==> config.mk <==
export PLATFORM = sky130hd
export DESIGN_NAME = dog_vert
export DESIGN_NICKNAME = d
export VERILOG_FILES = /design/src/sv/dog_pkg.sv /design/src/sv/dog_vert.sv
export SDC_FILE = /design/constraint.sdc
export NUM_CORES = 2
export LEC_CHECK = 0
export BUFFER_PORTS_ARGS = -buffer_cell sky130_fd_sc_hd__buf_2
export CORE_ASPECT_RATIO = 1.2
export CORE_MARGIN = 1.5
export CORE_UTILIZATION = 50
export CTS_BUF_LIST = sky130_fd_sc_hd__clkbuf_2
export CTS_CLUSTER_DIAMETER = 60
export DETAILED_ROUTE_END_ITERATION = 7
export PLACE_DENSITY_LB_ADDON = 0.25
export SETUP_SLACK_MARGIN = 0.1
export SLEW_MARGIN = 20
export SYNTH_ARGS = -nofsm -noshare
export SYNTH_HDL_FRONTEND = slang
export SYNTH_SLANG_ARGS = --single-unit
==> constraint.sdc <==
create_clock -name i_clk -period 8 [get_ports i_clk]
set_clock_uncertainty 0.15 [all_clocks]
set_input_delay 1.6 -clock i_clk [delete_from_list [all_inputs] [get_ports i_clk]]
set_output_delay 1.6 -clock i_clk [all_outputs]
set_load 0.005 [all_outputs]
==> src/sv/dog_pkg.sv <==
package dog_pkg;

    localparam int MAX_WIDTH  = 1024;
    localparam int MAX_HEIGHT = 1024;
    localparam int RADIUS     = 3;
    localparam int TAPS       = 2 * RADIUS + 1;
    localparam int COEF_BITS  = 14;

    localparam int PIX_W      = 8;
    localparam int DIM_W      = 11;
    localparam int COEF_REG_W = 56;
    localparam int CFG_W      = 56;
    localparam int CFG_IDX_W  = 2;

    localparam int XW     = $clog2(MAX_WIDTH);
    localparam int YW     = $clog2(MAX_HEIGHT + TAPS);
    localparam int SEL_W  = $clog2(TAPS);
    localparam int NW     = $clog2(MAX_WIDTH * MAX_HEIGHT + 1);
    localparam int ICW    = $clog2(MAX_WIDTH * MAX_HEIGHT + RADIUS * MAX_WIDTH + RADIUS + 1);
    localparam int PW     = PIX_W + COEF_BITS;
    localparam int VW     = PW + $clog2(TAPS);
    localparam int HPW    = VW + COEF_BITS;
    localparam int HW     = HPW + $clog2(TAPS);
    localparam int SHIFT  = 2 * COEF_BITS;

    typedef enum logic [CFG_IDX_W-1:0] {
        CFG_LINE_WIDTH,
        CFG_FRAME_HEIGHT,
        CFG_WIDE_COEF,
        CFG_NARROW_COEF
    } t_cfg_idx;

    typedef struct packed {
        logic                  we;
        logic [SEL_W-1:0]      wbank;
        logic [XW-1:0]         addr;
        logic [PIX_W-1:0]      wdata;
        logic                  re;
    } t_mem_req;

    typedef struct packed {
        logic                         prod;
        logic                         last;
        logic [PIX_W-1:0]             fwd_pix;
        logic [TAPS-1:0]              isfwd;
        logic [TAPS-1:0][SEL_W-1:0]   bank;
        logic [TAPS-1:0][SEL_W-1:0]   hsel;
    } t_rd_meta;

    typedef struct packed {
        logic                         prod;
        logic                         last;
        logic [TAPS-1:0][SEL_W-1:0]   hsel;
        logic [VW-1:0]                vw;
        logic [VW-1:0]                vn;
    } t_col;

    function automatic logic [COEF_BITS-1:0] coef_at(input logic [COEF_REG_W-1:0] r,
                                                     input int d);
        logic [COEF_BITS-1:0] c;
        c = '0;
        if (COEF_BITS * (d + 1) <= COEF_REG_W) begin
            c = r[COEF_BITS*d +: COEF_BITS];
        end
        return c;
    endfunction

    function automatic logic [DIM_W-1:0] clamp_dim(input logic [DIM_W-1:0] v, input int mx);
        logic [DIM_W-1:0] r;
        r = v;
        if (v == '0) begin
            r = DIM_W'(1);
        end else if (v > DIM_W'(mx)) begin
            r = DIM_W'(mx);
        end
        return r;
    endfunction

endpackage

==> src/sv/dog_vert.sv <==
module dog_vert import dog_pkg::*; (
    input  logic                        i_clk,
    input  logic                        i_rst_n,
    input  logic                        i_en,
    input  logic                        i_meta_v,
    input  t_rd_meta                    i_meta,
    input  logic [TAPS-1:0][PIX_W-1:0]  i_rdata,
    input  logic [COEF_REG_W-1:0]       i_wide,
    input  logic [COEF_REG_W-1:0]       i_narrow,
    output logic                        o_col_v,
    output t_col                        o_col
);

    logic [TAPS-1:0][PIX_W-1:0]     p;
    logic [TAPS-1:0][COEF_BITS-1:0] cw, cn;
    logic [TAPS-1:0][PW-1:0]        r_pw, r_pn;
    logic                           r_a_v, r_a_prod, r_a_last;
    logic [TAPS-1:0][SEL_W-1:0]     r_a_hsel;
    logic [VW-1:0]                  sw, sn;
    logic                           r_col_v;
    t_col                           r_col;

    for (genvar t = 0; t < TAPS; t++) begin : g_tap
        assign cw[t] = coef_at(i_wide,   (t < RADIUS) ? RADIUS - t : t - RADIUS);
        assign cn[t] = coef_at(i_narrow, (t < RADIUS) ? RADIUS - t : t - RADIUS);
        // the row being written this item comes straight from the input
        assign p[t]  = i_meta.isfwd[t] ? i_meta.fwd_pix : i_rdata[i_meta.bank[t]];
    end

    always_comb begin
        sw = '0;
        sn = '0;
        for (int t = 0; t < TAPS; t++) begin
            sw = sw + VW'(r_pw[t]);
            sn = sn + VW'(r_pn[t]);
        end
    end

    always_ff @(posedge i_clk) begin
        if (!i_rst_n) begin
            r_a_v   <= 1'b0;
            r_col_v <= 1'b0;
        end else if (i_en) begin
            r_a_v   <= i_meta_v;
            r_col_v <= r_a_v;
        end
    end

    always_ff @(posedge i_clk) begin
        if (i_en) begin
            for (int t = 0; t < TAPS; t++) begin
                r_pw[t] <= PW'(p[t]) * PW'(cw[t]);
                r_pn[t] <= PW'(p[t]) * PW'(cn[t]);
            end
            r_a_prod  <= i_meta.prod;
            r_a_last  <= i_meta.last;
            r_a_hsel  <= i_meta.hsel;
            r_col.prod <= r_a_prod;
            r_col.last <= r_a_last;
            r_col.hsel <= r_a_hsel;
            r_col.vw   <= sw;
            r_col.vn   <= sn;
        end
    end

    assign o_col_v = r_col_v;
    assign o_col   = r_col;

endmodule

==> results.md <==
* CTS sink count at 406
* Setup repair bufs after CTS at 0
* Kind of critical path: input pin to flop
* Synth Flop Type: edfxtp_1
* Core Box Area at 145000 sq um
* IO Port Bufs at 304
* Final period utilization at 0.848
* Setup violators final at 0
* Worst Path Arrival at 7.68 ns
* Seq cells post-synth at 406
* Mapped cell area at about 73000 sq um
* Multi-input gate area at approximately 55000 sq um
* DRT antenna net count at 0
* CTS root buffer: clkbuf_2
* CTS tree: built
* Post-synthesis sequential area ratio at 0.166
* Vias post-DR at 55100
* Netlist cell types at 76
* Sequential Area at 12200 sq um
* Cts bufs inserted at 109
* Met3 global-route usage at 0.0519
* Die ar. at between 100000 and 150000 sq um
* Slew margin rel. at 0.266
* First-pass GRT wire length at 333000 um
* Max-cap violations at 0
* Fmax at 147 MHz
* Drt drc at 0
* Row count at about 150
* Io pins at just over 300
* Total wire length at about 210000 um
* Least-Margin Pin Slew at 1.10 ns
* Layout cells sized above 1 at 0.105
* Later-pin clock latency in the skew report at 1.43 ns
* Vias in the first global route at ~60000
* Synth Instances at 7540
* Drt via density at 5.52
* Die W at 353 um
* Status: completed
* Worst min path class: input pin to flop
* CTS Buffer Depth at 3
* DP HPWL at 170000 um
* Drt pass-1 iters at 6
* Largest net degree at the start of global routing at 165
* EDFF count, synth at 404
* Final Util at 0.551
* FILL cells at 13000
* FFs w/ async S/R, synth at 0
* Gr busiest metal: met2
* Area delta synth->final at 8.94%
* Met2 usage at 0.483
* Met1 Resource Use GR at 0.359
* Critical Path RT at 8.90 ns
* Reg2Reg Setup Slack at 2.58 ns
* RSZ-0062 raised after global routing: no
* Initial core utilization at 0.505
* Iteration-0 DRC Markers at 4328
* Nets at 10000
* Die height at 423 um
* Crit end category: flop
* GRT Total Usage at 0.292
* Routed WL per cell at 21.3 um
* Syn_nets at between 9000 and 10000
* Fin. max-slew vios at 0
* YS warnings at 0
* Mean Syn Cell Area at 9.74 sq um
* GR Overflow Total at 0
* H-tree Lvls at 3
* GPL Wtd Cong at 1.02
* Final Hold Fails at 0
* Initial antenna violation count at between 40 and 50
* Setup crit start kind: input pin
* Maximum net fanout on the critical path at 12
* Clock transition at path regs at 0.10 ns
* Minimum clock period after layout at 6.78 ns
[logic make-up (layout without fill, tap and decap cells)]
| family | Yosys count | after routing | synth area share |
|---|---|---|---|
| compound gates | 842 | 842 | 0.0728 |
| xor+xnor | 243 | 243 | 0.0290 |
| fa+ha+maj | 1866 | 1866 | 0.443 |
| buf+inv | 1771 | 2246 | 0.0907 |
| flops | 406 | 406 | 0.166 |
| mux | 156 | 156 | 0.0308 |
| other cells | 0 | 24 | 0 |
| simple gates | 2256 | 2256 | 0.168 |
[per-stage QoR]
| step | TNS (ns) | cell area (sq um) | setup WS (ns) | hold slack, ns | cells |
|---|---|---|---|---|---|
| 2_1_floorplan | 0 | 73400 | 0.136 | 0.250 | 7540 |
| 3_3_place_gp | 0 | 78700 | 0.00118 | 0.251 | 9739 |
| 3_5_place_dp | -0.126 | 78700 | -0.0587 | 0.255 | 9739 |
| 4_1_cts | 0 | 79900 | 1.46 | 0.0281 | 9952 |
| 5_1_grt | 0 | 80000 | 1.03 | 0.119 | 9969 |
| 6_report | 0 | 80000 | 1.22 | 0.237 | 9976 |
[cell usage after synthesis, types with 12 or more instances]
cell type,instances,area (sq um)
o21a_1,56,420
a21oi_1,213,1070
o21ai_1,57,285
xor2_1,74,648
fa_1,1224,24500
ha_1,642,8030
a31oi_1,19,119
nor2_1,172,646
o31ai_1,12,90.1
o21bai_1,31,233
mux4_2,56,1260
o211ai_1,25,188
and3_1,28,175
buf_1,12,45.0
nand2_1,531,1990
nor2b_1,54,338
mux2i_1,100,1000
edfxtp_1,404,12100
nor3_1,47,235
a21o_1,88,661
a211o_1,12,105
nand2b_1,19,119
a221oi_1,12,105
inv_1,1501,5630
a211oi_1,29,218
o21ai_0,179,896
nand3_1,45,225
nand4_1,20,125
clkbuf_1,245,920
and2_1,1275,7980
xnor2_1,169,1480
buf_2,13,65.1
[layout by cell type, fill, tap and decap left out, types with 146 or more instances in the layout]
cell type / n
nand2_1: 531
o21ai_0: 179
buf_4: 196
xnor2_1: 169
nor2_1: 172
clkbuf_2: 146
buf_2: 303
a21oi_1: 213
edfxtp_1: 404
ha_1: 642
and2_1: 1275
inv_1: 1501
fa_1: 1224
[worst paths after layout]
path	to	depth (start not counted)	from
hold reg to reg	o_col[54]	0	r_a_hsel[4]
setup reg to reg	o_col[49]	14	r_pw[92]
hold / removal	r_a_prod	1	i_meta[58]
setup / recovery	r_pn[153]	20	i_meta[39]
[sequential cells by signal (all words and copies together) (netlist names)]
| register | cells |
|---|---|
| r_a_last | 1 |
| r_a_prod | 1 |
| o_col | 73 |
| o_col_v | 1 |
| r_a_v | 1 |
| r_pw | 154 |
| r_a_hsel | 21 |
| r_pn | 154 |
[what timing repair did]
action | in CTS | in global routing
resized for setup | 0 | 0
endpoints found under the hold margin | 20 | 0
hold buffers | 20 | 0
[routing by layer]
metal	routed length [um]	vias up
li1	-	24600
met1	81300	28100
met2	102000	1944
met3	15500	487
met4	13300	18
met5	115	-
[critical path: stages]
cell and delay [ns]:
buf_2 0.18, mux4_2 0.52, mux2i_1 0.27, o21ai_1 0.24, buf_4 0.27, and2_1 0.19, fa_1 0.40, fa_1 0.49
inv_1 0.06, fa_1 0.50, fa_1 0.50, inv_1 0.05, ha_1 0.28, o21ai_1 0.18, a21oi_1 0.09, or4_4 0.43
a221o_2 0.40, a311o_1 0.34, or4b_1 0.51, and3_1 0.18
[area by class of cell]
type                       count  area share
tap                         1937      0.0303
inverter                    1501      0.0704
antenna                       24    0.000751
sequential                   406       0.152
multi-input combinational   5363       0.685
timing repair buffer         552      0.0480
clock inverter                47     0.00425
clock buffer                 146     0.00913
Power is left out: the tool's default activity adds up to more than one toggle a clock period on the data nets, which glitch-free logic cannot reach.
