===== src/sv/dog_pkg.sv =====
package dog_pkg;

    localparam int MAX_WIDTH  = 1024;
    localparam int MAX_HEIGHT = 1024;
    localparam int RADIUS     = 3;
    localparam int TAPS       = 2 * RADIUS + 1;
    localparam int COEF_BITS  = 14;

    localparam int PIX_W      = 8;
    localparam int DIM_W      = 11;
    localparam int COEF_REG_W = 56;
    localparam int CFG_W      = 56;
    localparam int CFG_IDX_W  = 2;

    localparam int XW     = $clog2(MAX_WIDTH);
    localparam int YW     = $clog2(MAX_HEIGHT + TAPS);
    localparam int SEL_W  = $clog2(TAPS);
    localparam int NW     = $clog2(MAX_WIDTH * MAX_HEIGHT + 1);
    localparam int ICW    = $clog2(MAX_WIDTH * MAX_HEIGHT + RADIUS * MAX_WIDTH + RADIUS + 1);
    localparam int PW     = PIX_W + COEF_BITS;
    localparam int VW     = PW + $clog2(TAPS);
    localparam int HPW    = VW + COEF_BITS;
    localparam int HW     = HPW + $clog2(TAPS);
    localparam int SHIFT  = 2 * COEF_BITS;

    typedef enum logic [CFG_IDX_W-1:0] {
        CFG_LINE_WIDTH,
        CFG_FRAME_HEIGHT,
        CFG_WIDE_COEF,
        CFG_NARROW_COEF
    } t_cfg_idx;

    typedef struct packed {
        logic                  we;
        logic [SEL_W-1:0]      wbank;
        logic [XW-1:0]         addr;
        logic [PIX_W-1:0]      wdata;
        logic                  re;
    } t_mem_req;

    typedef struct packed {
        logic                         prod;
        logic                         last;
        logic [PIX_W-1:0]             fwd_pix;
        logic [TAPS-1:0]              isfwd;
        logic [TAPS-1:0][SEL_W-1:0]   bank;
        logic [TAPS-1:0][SEL_W-1:0]   hsel;
    } t_rd_meta;

    typedef struct packed {
        logic                         prod;
        logic                         last;
        logic [TAPS-1:0][SEL_W-1:0]   hsel;
        logic [VW-1:0]                vw;
        logic [VW-1:0]                vn;
    } t_col;

    function automatic logic [COEF_BITS-1:0] coef_at(input logic [COEF_REG_W-1:0] r,
                                                     input int d);
        logic [COEF_BITS-1:0] c;
        c = '0;
        if (COEF_BITS * (d + 1) <= COEF_REG_W) begin
            c = r[COEF_BITS*d +: COEF_BITS];
        end
        return c;
    endfunction

    function automatic logic [DIM_W-1:0] clamp_dim(input logic [DIM_W-1:0] v, input int mx);
        logic [DIM_W-1:0] r;
        r = v;
        if (v == '0) begin
            r = DIM_W'(1);
        end else if (v > DIM_W'(mx)) begin
            r = DIM_W'(mx);
        end
        return r;
    endfunction

endpackage


===== src/sv/dog_ctrl.sv =====
module dog_ctrl import dog_pkg::*; (
    input  logic             i_clk,
    input  logic             i_rst_n,
    input  logic             i_en,
    input  logic             i_valid,
    input  logic [PIX_W-1:0] i_pixel,
    input  logic             i_fill,
    input  logic [DIM_W-1:0] i_width,
    input  logic [DIM_W-1:0] i_height,
    output t_mem_req         o_mem,
    output logic             o_meta_v,
    output t_rd_meta         o_meta
);

    localparam logic [DIM_W:0] K_R   = (DIM_W+1)'(RADIUS);
    localparam logic [DIM_W:0] K_MAX = (DIM_W+1)'(TAPS - 1);

    logic [ICW-1:0]   r_in_cnt;
    logic [NW-1:0]    r_out_cnt;
    logic [XW-1:0]    r_x_in;
    logic [YW-1:0]    r_y_in;
    logic [SEL_W-1:0] r_b_in;
    logic [XW-1:0]    r_x_out;
    logic             r_meta_v;
    t_rd_meta         r_meta;

    logic [DIM_W-1:0] w, h;
    logic [NW-1:0]    n;
    logic [ICW-1:0]   delay;
    logic             acc, clr, in_frame, prod, last;
    logic [ICW-1:0]   cur_i;
    logic [NW-1:0]    cur_k;
    logic [XW-1:0]    cur_xi, cur_xo;
    logic [YW-1:0]    cur_yi;
    logic [SEL_W-1:0] cur_b;
    logic [YW:0]      yi_e, hm1_e, row_off;
    logic [SEL_W:0]   bt;
    logic [DIM_W:0]   xo_e, w_e, hi, lo, m0;
    logic [TAPS-1:0][SEL_W-1:0] d, bank, hsel;
    logic [TAPS-1:0]  isfwd;

    always_comb begin
        w     = clamp_dim(i_width, MAX_WIDTH);
        h     = clamp_dim(i_height, MAX_HEIGHT);
        n     = NW'(w) * NW'(h);
        delay = ICW'(RADIUS) * ICW'(w) + ICW'(RADIUS);
        acc   = i_valid && i_en;
        clr   = r_out_cnt >= n;

        cur_i  = clr ? '0 : r_in_cnt;
        cur_k  = clr ? '0 : r_out_cnt;
        cur_xi = clr ? '0 : r_x_in;
        cur_yi = clr ? '0 : r_y_in;
        cur_b  = clr ? '0 : r_b_in;
        cur_xo = clr ? '0 : r_x_out;

        in_frame = cur_i < ICW'(n);
        prod     = cur_i >= delay;
        last     = cur_k == n - NW'(1);

        // row of each vertical tap, clamped to the frame, as a distance back from the write row
        yi_e  = (YW+1)'(cur_yi);
        hm1_e = (YW+1)'(h) - (YW+1)'(1);
        for (int t = 0; t < TAPS; t++) begin
            row_off = (YW+1)'(TAPS - 1 - t);
            if (yi_e < row_off) begin
                d[t] = SEL_W'(cur_yi);
            end else if (yi_e > hm1_e + row_off) begin
                d[t] = SEL_W'(yi_e - hm1_e);
            end else begin
                d[t] = SEL_W'(row_off);
            end
            isfwd[t] = d[t] == '0;
            bt = (SEL_W+1)'(cur_b) + (SEL_W+1)'(TAPS) - (SEL_W+1)'(d[t]);
            if (bt >= (SEL_W+1)'(TAPS)) begin
                bt = bt - (SEL_W+1)'(TAPS);
            end
            bank[t] = SEL_W'(bt);
        end

        // column history slot per horizontal tap, clamped to the current line
        xo_e = (DIM_W+1)'(cur_xo);
        w_e  = (DIM_W+1)'(w);
        hi   = (xo_e + K_R > K_MAX) ? K_MAX : xo_e + K_R;
        lo   = (xo_e + K_R + 1'b1 > w_e) ? xo_e + K_R + 1'b1 - w_e : '0;
        for (int j = 0; j < TAPS; j++) begin
            m0 = (DIM_W+1)'(TAPS - 1 - j);
            if (m0 > hi) begin
                hsel[j] = SEL_W'(hi);
            end else if (m0 < lo) begin
                hsel[j] = SEL_W'(lo);
            end else begin
                hsel[j] = SEL_W'(m0);
            end
        end

        o_mem.we    = acc && in_frame;
        o_mem.wbank = cur_b;
        o_mem.addr  = cur_xi;
        o_mem.wdata = i_fill ? '0 : i_pixel;
        o_mem.re    = acc;
    end

    always_ff @(posedge i_clk) begin
        if (!i_rst_n) begin
            r_in_cnt  <= '0;
            r_out_cnt <= '0;
            r_x_in    <= '0;
            r_y_in    <= '0;
            r_b_in    <= '0;
            r_x_out   <= '0;
            r_meta_v  <= 1'b0;
        end else begin
            if (i_en) begin
                r_meta_v <= acc;
            end
            if (acc) begin
                if (prod && last) begin
                    r_in_cnt  <= '0;
                    r_out_cnt <= '0;
                    r_x_in    <= '0;
                    r_y_in    <= '0;
                    r_b_in    <= '0;
                    r_x_out   <= '0;
                end else begin
                    r_in_cnt <= cur_i + ICW'(1);
                    if ((DIM_W+1)'(cur_xi) + 1'b1 == (DIM_W+1)'(w)) begin
                        r_x_in <= '0;
                        r_y_in <= cur_yi + YW'(1);
                        r_b_in <= (cur_b == SEL_W'(TAPS - 1)) ? '0 : cur_b + SEL_W'(1);
                    end else begin
                        r_x_in <= cur_xi + XW'(1);
                        r_y_in <= cur_yi;
                        r_b_in <= cur_b;
                    end
                    if (prod) begin
                        r_out_cnt <= cur_k + NW'(1);
                        r_x_out   <= ((DIM_W+1)'(cur_xo) + 1'b1 == (DIM_W+1)'(w)) ?
                                     '0 : cur_xo + XW'(1);
                    end else begin
                        r_out_cnt <= cur_k;
                        r_x_out   <= cur_xo;
                    end
                end
            end
        end
    end

    always_ff @(posedge i_clk) begin
        if (acc) begin
            r_meta.prod    <= prod;
            r_meta.last    <= last;
            r_meta.fwd_pix <= o_mem.wdata;
            r_meta.isfwd   <= isfwd;
            r_meta.bank    <= bank;
            r_meta.hsel    <= hsel;
        end
    end

    assign o_meta_v = r_meta_v;
    assign o_meta   = r_meta;

    a_frame_wrap: assert property (@(posedge i_clk) disable iff (!i_rst_n)
        acc && prod && last |=> r_in_cnt == '0 && r_out_cnt == '0)
        else $error("counters not cleared after frame end");

    a_hold_out: assert property (@(posedge i_clk) disable iff (!i_rst_n)
        acc && !clr && !prod |=> r_out_cnt == $past(r_out_cnt))
        else $error("output count moved without a result");

    a_bank_range: assert property (@(posedge i_clk) disable iff (!i_rst_n)
        r_b_in < SEL_W'(TAPS))
        else $error("line bank pointer out of range");

endmodule


===== config.mk =====
export PLATFORM = sky130hd
export DESIGN_NAME = dog_ctrl
export DESIGN_NICKNAME = d
export VERILOG_FILES = /design/src/sv/dog_pkg.sv /design/src/sv/dog_ctrl.sv
export SDC_FILE = /design/constraint.sdc
export NUM_CORES = 1
export LEC_CHECK = 0
export BUFFER_PORTS_ARGS = -buffer_cell sky130_fd_sc_hd__buf_2
export CAP_MARGIN = 30
export CELL_PAD_IN_SITES_DETAIL_PLACEMENT = 0
export CELL_PAD_IN_SITES_GLOBAL_PLACEMENT = 1
export CORE_MARGIN = 2
export CORE_UTILIZATION = 35
export DETAILED_ROUTE_END_ITERATION = 10
export PLACE_DENSITY = 0.64
export SLEW_MARGIN = 5
export SYNTH_ARGS = -nofsm -noshare
export SYNTH_HDL_FRONTEND = slang
export SYNTH_SLANG_ARGS = --single-unit

===== constraint.sdc =====
create_clock -name i_clk -period 39.8 [get_ports i_clk]
set_clock_uncertainty 0.2 [all_clocks]
set_input_delay 1.99 -clock i_clk [delete_from_list [all_inputs] [get_ports i_clk]]
set_output_delay 1.99 -clock i_clk [all_outputs]
set_load 0.02 [all_outputs]

==> results.json <==
{
  "die_height_um": 239,
  "yosysSeqAreaShare": 0.172,
  "slowest_delay_ps": 820,
  "gp_congestion": 0.871,
  "yosysMostFrequentCell": "nand2_1",
  "endpoint_kind": "flop",
  "ant_nets": 0,
  "hold_start": "r_in_cnt[9]",
  "synthTopCellsByArea": "ha_1, fa_1, edfxtp_1",
  "path_max_fanout": 34,
  "wirelength_mm": 64.1,
  "setup_viol": 0,
  "layout_min_cycle_time_ps": 15470,
  "viasPerCell": 5.58,
  "worstMarginPinSlew_ps": 992,
  "finalHoldWorstSlack_ps": 275,
  "ir_drop_uv": 31.6,
  "final_cell_count_no_fill": 3204,
  "design_area_sq_um": 21100,
  "rsz0062_at_grt": "false",
  "powerDensity_nw_per_um2": 26.1,
  "synth_fp_nets": 2816,
  "firstDrtPassIters": 5,
  "maxSlewViolCount": 0,
  "synth_top_area_share": 0.161,
  "leakagePower_nw": 9.21,
  "synth_seq_cells": 136,
  "cp_data_arrival_time_ps": 15490,
  "r2r-start": "r_out_cnt[10]",
  "clkTransAtPathRegs_ps": 70,
  "final_net_count": 2860,
  "rr_endpoint": "o_meta[3]",
  "yosysWarnings": 0,
  "root_buffer": "clkbuf_16",
  "htreeDepth": 4,
  "reg2regPathDepth": 28,
  "dieWidth_um": 239,
  "synthArstFlopShare": 0,
  "synth_area_sq_um": 19300,
  "n_antenna_cell": 0,
  "utilization": 0.385,
  "crit_required_ps": 39820,
  "drtIter0Drc": 1202,
  "grt_pass1_wl_mm": 101,
  "gr-total-overflow": 0,
  "hold_depth": 2,
  "dr_total_vias": 17900,
  "ctsResizeCount": 0,
  "critPathKind": "in -> reg",
  "placedCellCount": 3172,
  "clock_path_buffers": 2,
  "fmax_mhz": 64.6,
  "syn2layout_area_growth_pct": 9.36,
  "yosysUniqueCellTypes": 96,
  "min_to": "r_in_cnt[9]",
  "dieArea_sq_um": 57000,
  "worstSetupStartpointType": "input pin",
  "status": "finished clean",
  "start_util": 0.352,
  "hold_viol_final": 0,
  "numPortBuffers": 117,
  "rows": 86,
  "cp_slowest_cell": "nor2b_1",
  "cts_sinks": 136,
  "antenna_found_initial": 0,
  "finalCritPeriodShare": 0.389,
  "grt_max_degree": 61,
  "syn_inst": 2443,
  "tritoncts": "yes",
  "place_area_sq_um": 20500,
  "drc_errors": 0,
  "critPathMostFrequentCell": "inv_1",
  "min_path_type": "reg -> reg",
  "clk_latency_ps": 490,
  "grt_pass1_vias": 17700,
  "synthTopCellsByCount": "nand2_1, ha_1, inv_1, nor2_1, xnor2_1",
  "grt_use_total": 0.227,
  "maxCapViolCount": 0,
  "cts_buffers": 17,
  "post_drt_wl_per_cell_um": 20.0,
  "core_area_sq_um": 54800,
  "rrSetupSlack_ps": 31200,
  "ys_dominant_reg_cell": "dfxtp_1",
  "layout-drive-gt1-share": 0.100,
  "hpwl_mm": 51.2,
  "cts_hold_buf": 0,
  "synth_largest_area_cell": "ha_1",
  "num_io_pins": 118,
  "synth-edff-count": 59,
  "final.setup.tns_ps": 0,
  "cts_setup_buffers": 0,
  "syn_avg_cell_area_sq_um": 7.90,
  "slew_headroom": 0.335
}
-- how the worst max path moves through the flow --
stage | from | endpoint | slack (ps) | depth (start not counted)
after global routing | i_width[10] | o_meta[3] | 23500 | 47
after global placement | i_width[10] | o_meta[3] | 24150 | 47
after floorplan | i_height[10] | o_meta[3] | 25490 | 54
after CTS | i_width[10] | o_meta[3] | 24390 | 47
final | i_width[10] | o_meta[3] | 24330 | 47
after detailed placement | i_width[10] | o_meta[3] | 23910 | 47
-- worst max-delay path, delay by kind of cell --
family	cells	cell delay (ps)
xor+xnor	2	320
simple gates	16	4440
fa+ha+maj	10	4110
buf+inv	8	1450
mux	1	90
compound gates	10	3040
-- per-layer routing --
metal  GRT usage  part of all wire
met4      0.0924             0.038
met3      0.0274             0.036
met5           0                 0
met2       0.404              0.50
met1       0.277              0.43
-- registers in the layout, indices dropped and copies added (netlist names) --
register   count
o_meta_v       1
o_meta        59
r_b_in         3
r_x_out       10
r_y_in        11
r_in_cnt      21
r_x_in        10
r_out_cnt     21
-- final cells by class --
type,count,area (sq um)
fillers,5642,33700
multi-input cells,1968,14700
flip-flops and latches,136,3310
well taps,704,881
inverters,220,828
repair buffers,144,788
clock buffers,17,425
clock inverters,15,180
-- layout by cell type (no fill, tap or decap), types with 44 or more instances in the layout --
cell type | Yosys | layout
inv_1 | 209 | 209
fa_1 | 89 | 89
o21ai_0 | 102 | 102
a21o_1 | 44 | 44
xnor2_1 | 132 | 132
a21oi_1 | 111 | 111
buf_2 | 25 | 117
nor3_1 | 46 | 46
dfxtp_1 | 77 | 77
nor2b_1 | 46 | 46
ha_1 | 249 | 249
nor2_1 | 209 | 208
edfxtp_1 | 59 | 59
nand2_1 | 276 | 276
nand3_1 | 109 | 109
-- where the power goes --
| part | switching, mW | internal, mW |
|---|---|---|
| registers | 0.000739 | 0.148 |
| clock network | 0.0819 | 0.0845 |
| logic | 0.152 | 0.0844 |
| total | 0.235 | 0.317 |
-- stage by stage --
step           worst slack (ps)  power, mW
2_1_floorplan             25490      0.325
5_1_grt                   23500      0.586
3_3_place_gp              24150      0.384
3_5_place_dp              23910      0.385
4_1_cts                   24390      0.555
6_report                  24330      0.552
-- cells by family (layout without fill, tap and decap cells) --
group	after synthesis	count (layout)	share of synthesized area
flops	136	136	0.172
buf+inv	339	396	0.0679
simple gates	933	933	0.238
mux	19	19	0.0102
fa+ha+maj	340	340	0.255
xor+xnor	170	170	0.0797
compound gates	506	506	0.178
Note: power is estimated with default switching activity, not from simulation.
